**src/bwtlf_pkg.sv**
```systemverilog
// shared types and constants for the inverse bwt lf-mapping core
// no dependencies
package bwtlf_pkg;

  // symbol alphabet and fixed field widths
  localparam int unsigned SymCount = 256;
  localparam int unsigned SymW     = 8;
  localparam int unsigned PrimW    = 12;
  localparam int unsigned PosW     = 12;

  // result status codes
  localparam logic [1:0] ST_OK          = 2'd0;
  localparam logic [1:0] ST_NO_BLOCK    = 2'd1;
  localparam logic [1:0] ST_BAD_PRIMARY = 2'd2;
  localparam logic [1:0] ST_OVERFLOW    = 2'd3;

  // count table access from the sequencer
  typedef struct packed {
    logic            rd;
    logic            wr;
    logic            clr;
    logic [SymW-1:0] addr;
  } cnt_ctrl_t;

endpackage

```
**src/bwtlf_count_table.sv**
```systemverilog
// per-symbol count table: 256-entry memory with registered read and valid bits
// depends on bwtlf_pkg
module bwtlf_count_table #(
  parameter int unsigned CntW = 13
) (
  input  logic                clk_i,
  input  logic                rst_ni,
  input  bwtlf_pkg::cnt_ctrl_t ctrl_i,
  input  logic [CntW-1:0]     wdata_i,
  output logic [CntW-1:0]     rdata_o
);
  import bwtlf_pkg::*;

  logic [CntW-1:0]     mem_q [SymCount];
  logic [CntW-1:0]     rdata_q;
  logic [SymCount-1:0] vld_q;
  logic                rvld_q;

  // storage array, one write and one registered read port
  always_ff @(posedge clk_i) begin
    if (ctrl_i.wr) begin
      mem_q[ctrl_i.addr] <= wdata_i;
    end
    if (ctrl_i.rd) begin
      rdata_q <= mem_q[ctrl_i.addr];
    end
  end

  // valid bits, cleared together at reset and at block end
  always_ff @(posedge clk_i or negedge rst_ni) begin
    if (!rst_ni) begin
      vld_q  <= '0;
      rvld_q <= 1'b0;
    end else begin
      if (ctrl_i.clr) begin
        vld_q <= '0;
      end else if (ctrl_i.wr) begin
        vld_q[ctrl_i.addr] <= 1'b1;
      end
      if (ctrl_i.rd) begin
        rvld_q <= vld_q[ctrl_i.addr];
      end
    end
  end

  // entries never written since the last clear read as zero
  assign rdata_o = rvld_q ? rdata_q : '0;

endmodule

```
**config.mk**
```make
export PLATFORM = sky130hd
export DESIGN_NAME = bwtlf_count_table
export DESIGN_NICKNAME = d
export VERILOG_FILES = /design/src/bwtlf_pkg.sv /design/src/bwtlf_count_table.sv
export SDC_FILE = /design/constraint.sdc
export NUM_CORES = 2
export LEC_CHECK = 0
export ABC_AREA = 1
export BUFFER_PORTS_ARGS = -buffer_cell sky130_fd_sc_hd__buf_2
export CAP_MARGIN = 10
export CORE_MARGIN = 2
export CORE_UTILIZATION = 40
export DETAILED_ROUTE_END_ITERATION = 16
export SYNTH_ARGS = -nofsm -noshare
export SYNTH_HDL_FRONTEND = slang
export SYNTH_SLANG_ARGS = --single-unit
```
**constraint.sdc**
```tcl
create_clock -name clk_i -period 2.4 [get_ports clk_i]
set_clock_uncertainty 0.1 [all_clocks]
set_input_delay 0.48 -clock clk_i [delete_from_list [all_inputs] [get_ports clk_i]]
set_output_delay 0.48 -clock clk_i [all_outputs]
set_load 0.05 [all_outputs]
```
* Word level (Yosys, flattened, before mapping) *
Memory sizes are Yosys's and may differ from the RTL's. A register that Yosys moved wholly into a read port is not among the register bits.
Index checks and enable logic that the tools add are counted.

storage, ports and cells
  register bits = 257
  bits in writable memories = 3328
  bits of input ports = 26
  word-level logic and storage cells = 17
  memories = 1

memories
  memory  words  bits a word  read ports  clocked after Yosys merged registers in  write ports  RTL line                 text
  mem_q   256    13           1           1                                        1            bwtlf_count_table.sv:14  logic [CntW-1:0] mem_q [SymCount];

operators by class
  order comparisons = 2
  multiplexer cells = 9
  bitwise operators = 1
  reduce and logical (&&, ||, !) cells = 2

operator list
  cell                                                        number
  two-way mux 256 bit                                         2
  OR 256 bit                                                  1
  two-way mux 13 bit                                          1
  less-than comparator 8 x 9 -> 1 bit, second input constant  1
  binary-select mux 1 bit (select 8 bit)                      1
  demux 1 bit (select 8 bit)                                  1
  >= comparator 8 x 1 -> 1 bit, second input constant         1
  two-way mux 1 bit                                           4
  nonzero test 2 bit                                          1
  logical AND 1 bit                                           1

* Depth between registers and ports, before layout *
  depth in word-level cells = 7
  gate-level depth with buffers = 18
  gate-level depth less buffers = 15

* Worst setup path after synthesis *
No wires, ideal clock.

  path kind = in2reg
  start = in ctrl_i[1] in the netlist's numbering
  end = mem mem_q[104][0], enable pin
  setup time = 384 ps
  arrival time = 2164 ps
  data required time = 1916 ps
  slack = -248 ps
  stages on the path = 11
  buffers on the path = 4
  cell sequence = buf_6 > nor2_2 > buf_6 > buf_2 > inv_1 > nor2_1 > inv_1 > nor2_1 > inv_1 > buf_2 > nor2_1

RTL lines
  item                RTL line                 text
  start: declaration  bwtlf_count_table.sv:8   input bwtlf_pkg::cnt_ctrl_t ctrl_i,
  end: declaration    bwtlf_count_table.sv:14

Straight into the memory's write port.

* Final worst setup path *
  start = reg rvld_q
  end = out rdata_o[4]

between the ends
  longest elaborated chain between the ends = 1

RTL lines
  item                      RTL line                 text
  start: declaration        bwtlf_count_table.sv:17  logic rvld_q;
  start signal: assignment  bwtlf_count_table.sv:41  rvld_q <= vld_q[ctrl_i.addr];
  two-way mux 13 bit        bwtlf_count_table.sv:47  assign rdata_o = rvld_q ? rdata_q : '0;
  end: declaration          bwtlf_count_table.sv:10  output logic [CntW-1:0] rdata_o

Every way passes these cells.

==> flow_summary.json <==
{
  "grt-ovfl-total": 0,
  "syn_avg_cell_area_um2": 14.1,
  "grt_max_degree": 105,
  "grt_usage_pct": 24.6,
  "synthFlopType": "edfxtp_1",
  "syn-cell-area_um2": 137000,
  "timing_hold_violations_final": 0,
  "max-slew-margin-rel_pct": 40.7,
  "fin_cells": 15755,
  "routed.top_layer": "met5",
  "drc": 0,
  "powerDensity_nw_per_um2": 797,
  "layout-drive-gt1-share_pct": 18.4,
  "drt_iter0_drc": 11849,
  "required_ns": 1.82,
  "ios": 39,
  "ys_seq_elements": 3598,
  "antenna_left": 0,
  "insertion_delay_ns": 0.98,
  "critPathBufInv": 3,
  "cts_tree": "built",
  "peakVddDrop_v": 0.000633,
  "die_y_um": 590,
  "initial_core_util_pct": 40.1,
  "synth_nets": 9784,
  "gp_congestion": 0.916,
  "crit_path_max_incr_delay_ns": 0.57,
  "min_period_ns": 2.65,
  "die_area_um2": 348000,
  "fmax_mhz": 377,
  "clockBufferDepth": 4,
  "root_buffer": "clkbuf_16",
  "cts.sinks": 3598,
  "port_buffers": 38,
  "clk_pin_slew_worst_paths_ns": 0.06,
  "report.power.total_mw": 134,
  "p_leak_nw": 60.6,
  "fp.coreArea_um2": 342000,
  "route.met3.wl_mm": 40.6,
  "yosysTopAreaCellShare_pct": 73.1,
  "worst_slew_pin_slew_ns": 0.887,
  "num_rows": 215,
  "violations": "setup timing",
  "wl_met1_mm": 171,
  "yosysWarnings": 0,
  "yosysMostFrequentCell": "edfxtp_1",
  "grt_pass1_vias": 87723,
  "synth_largest_area_cell": "edfxtp_1",
  "cp_cell_sequence": "buf_12 -> nand2_4 -> inv_6 -> buf_8",
  "cp-start-kind": "register",
  "synthCells": 9758,
  "maxCapViolCount": 0,
  "setup_slack_ns": -0.249,
  "arrival_ns": 2.07,
  "ys_top_cells_by_area": "edfxtp_1 (73%), a22oi_1 (9.0%), nand2_1 (6.9%)",
  "slew_viol_final": 0,
  "async_reset_ff_share_pct": 7.14,
  "layout.nets": 10911,
  "synth-edff-count": 3341,
  "crit_slowest_cell": "dfrtp_4",
  "hold_ws_ns": 0.0331,
  "hpwl_mm": 284,
  "dpl.cell_count": 15043,
  "firstDrtPassIters": 6,
  "area_delta_synth_final_pct": 22.8,
  "vias": 89319,
  "ys_types": 29,
  "yosys-top-cells-count": "edfxtp_1 (3,341), nand2_1 (2,511), a22oi_1 (1,650), nor2_1 (961), buf_2 (315)",
  "path_class": "reg2out",
  "detail_route.wl_per_cell_um": 27.8,
  "cts_made_buffers": 364,
  "antenna_found_initial": 21,
  "crit_fanout": 7,
  "setup_violations": 13,
  "end_kind": "output port",
  "yosysSeqAreaShare_pct": 77.8,
  "dr_wl_met2_mm": 205,
  "finalWirelength_mm": 437,
  "grt_pass1_wl_mm": 624,
  "dp_worst_setup_slack_ns": -1.57,
  "h-tree-depth": 5,
  "outcome": "finished, violations left",
  "worstHoldPathType": "in2reg",
  "period_share_pct": 110,
  "vias_per_cell": 5.67,
  "die_w_um": 590,
  "rsz0062_at_grt": "true",
  "cpLargestDelayFamily": "flip-flops"
}
==> sequential cells by signal, summed over array words and instances (netlist names) <==
name / flops
vld_q: 256
rdata_q: 13
mem_q: 3328
rvld_q: 1
==> per-stage QoR <==
stage | instance area, um2 | setup TNS, ns | utilization (%)
2_1_floorplan | 137000 | -442.91 | -
3_3_place_gp | 155000 | -2162.87 | 45.4
3_5_place_dp | 155000 | -2173.58 | 45.4
4_1_cts | 168000 | -3.64 | 49.1
5_1_grt | 169000 | -2.74 | 49.3
6_report | 169000 | -2.78 | 49.3
==> area by class of cell <==
| cell class | instances | area (um2) |
|---|---|---|
| fill | 28852 | 174000 |
| sequential | 3598 | 107000 |
| multi-input combinational | 5495 | 28200 |
| timing repair buffer | 1338 | 15400 |
| clock buffer | 454 | 9650 |
| tap | 4557 | 5700 |
| clock inverter | 218 | 2410 |
| inverter | 88 | 398 |
| antenna | 7 | 17.5 |
==> layout by cell type (no fill, tap or decap), drive strengths merged <==
| master | instances |
|---|---|
| diode | 7 |
| o21ba | 4 |
| nand4 | 107 |
| a22oi | 1650 |
| and2 | 2 |
| buf | 1322 |
| nand3 | 47 |
| nor3 | 3 |
| or2 | 13 |
| edfxtp | 3341 |
| dlygate4sd3 | 14 |
| inv | 98 |
| o21ai | 105 |
| clkinvlp | 12 |
| nand2 | 2512 |
| nor2 | 969 |
| clkinv | 161 |
| clkbuf | 456 |
| o31ai | 4 |
| bufinv | 35 |
| a21oi | 79 |
| dfrtp | 257 |
==> what timing repair did <==
item	CTS	global route
setup buffers	15	2
endpoints found under the hold margin	823	0
gates resized for setup	129	81
hold buffers	14	0
pin swaps	3	15
setup endpoints to repair	36	31
cloned	0	2
==> routing by layer <==
| metal | up-vias | global-route usage, % |
|---|---|---|
| met4 | 6 | 10.2 |
| met1 | 45428 | 33.0 |
| li1 | 38579 | - |
| met2 | 4479 | 39.5 |
| met3 | 827 | 4.40 |
| met5 | - | 0 |
==> logic make-up (layout without fill, tap and decap cells) <==
group,Yosys count,after routing,synth area share [%]
AOI/OAI and AO/OA,1842,1842,9.75
buffers and inverters,665,2098,2.16
other,0,7,0
DFF,3598,3598,77.8
and+or+nand+nor,3653,3653,10.3
==> final timing paths <==
kind / start / end / slack (ns) / cells past startpoint
max in group asynchronous: rst_ni / vld_q[136] / 1.37 / 3
min reg2reg: vld_q[117] / vld_q[117] / 0.39 / 2
max: rvld_q / rdata_o[4] / -0.25 / 4
min: wdata_i[10] / mem_q[229][10] / 0.03 / 2
min in group asynchronous: rst_ni / vld_q[248] / 0.10 / 2
max reg2reg: mem_q[227][12] / rdata_q[12] / 0.07 / 11
==> report_power, final <==
part / switching [mW] / total (mW) / internal, mW
Clock: 24.6 / 57.2 / 32.6
Combinational: 5.73 / 8.33 / 2.61
Sequential: 0.0855 / 68.8 / 68.7
Total: 30.4 / 134 / 104
No activity file was read; power rests on OpenSTA's default activity.
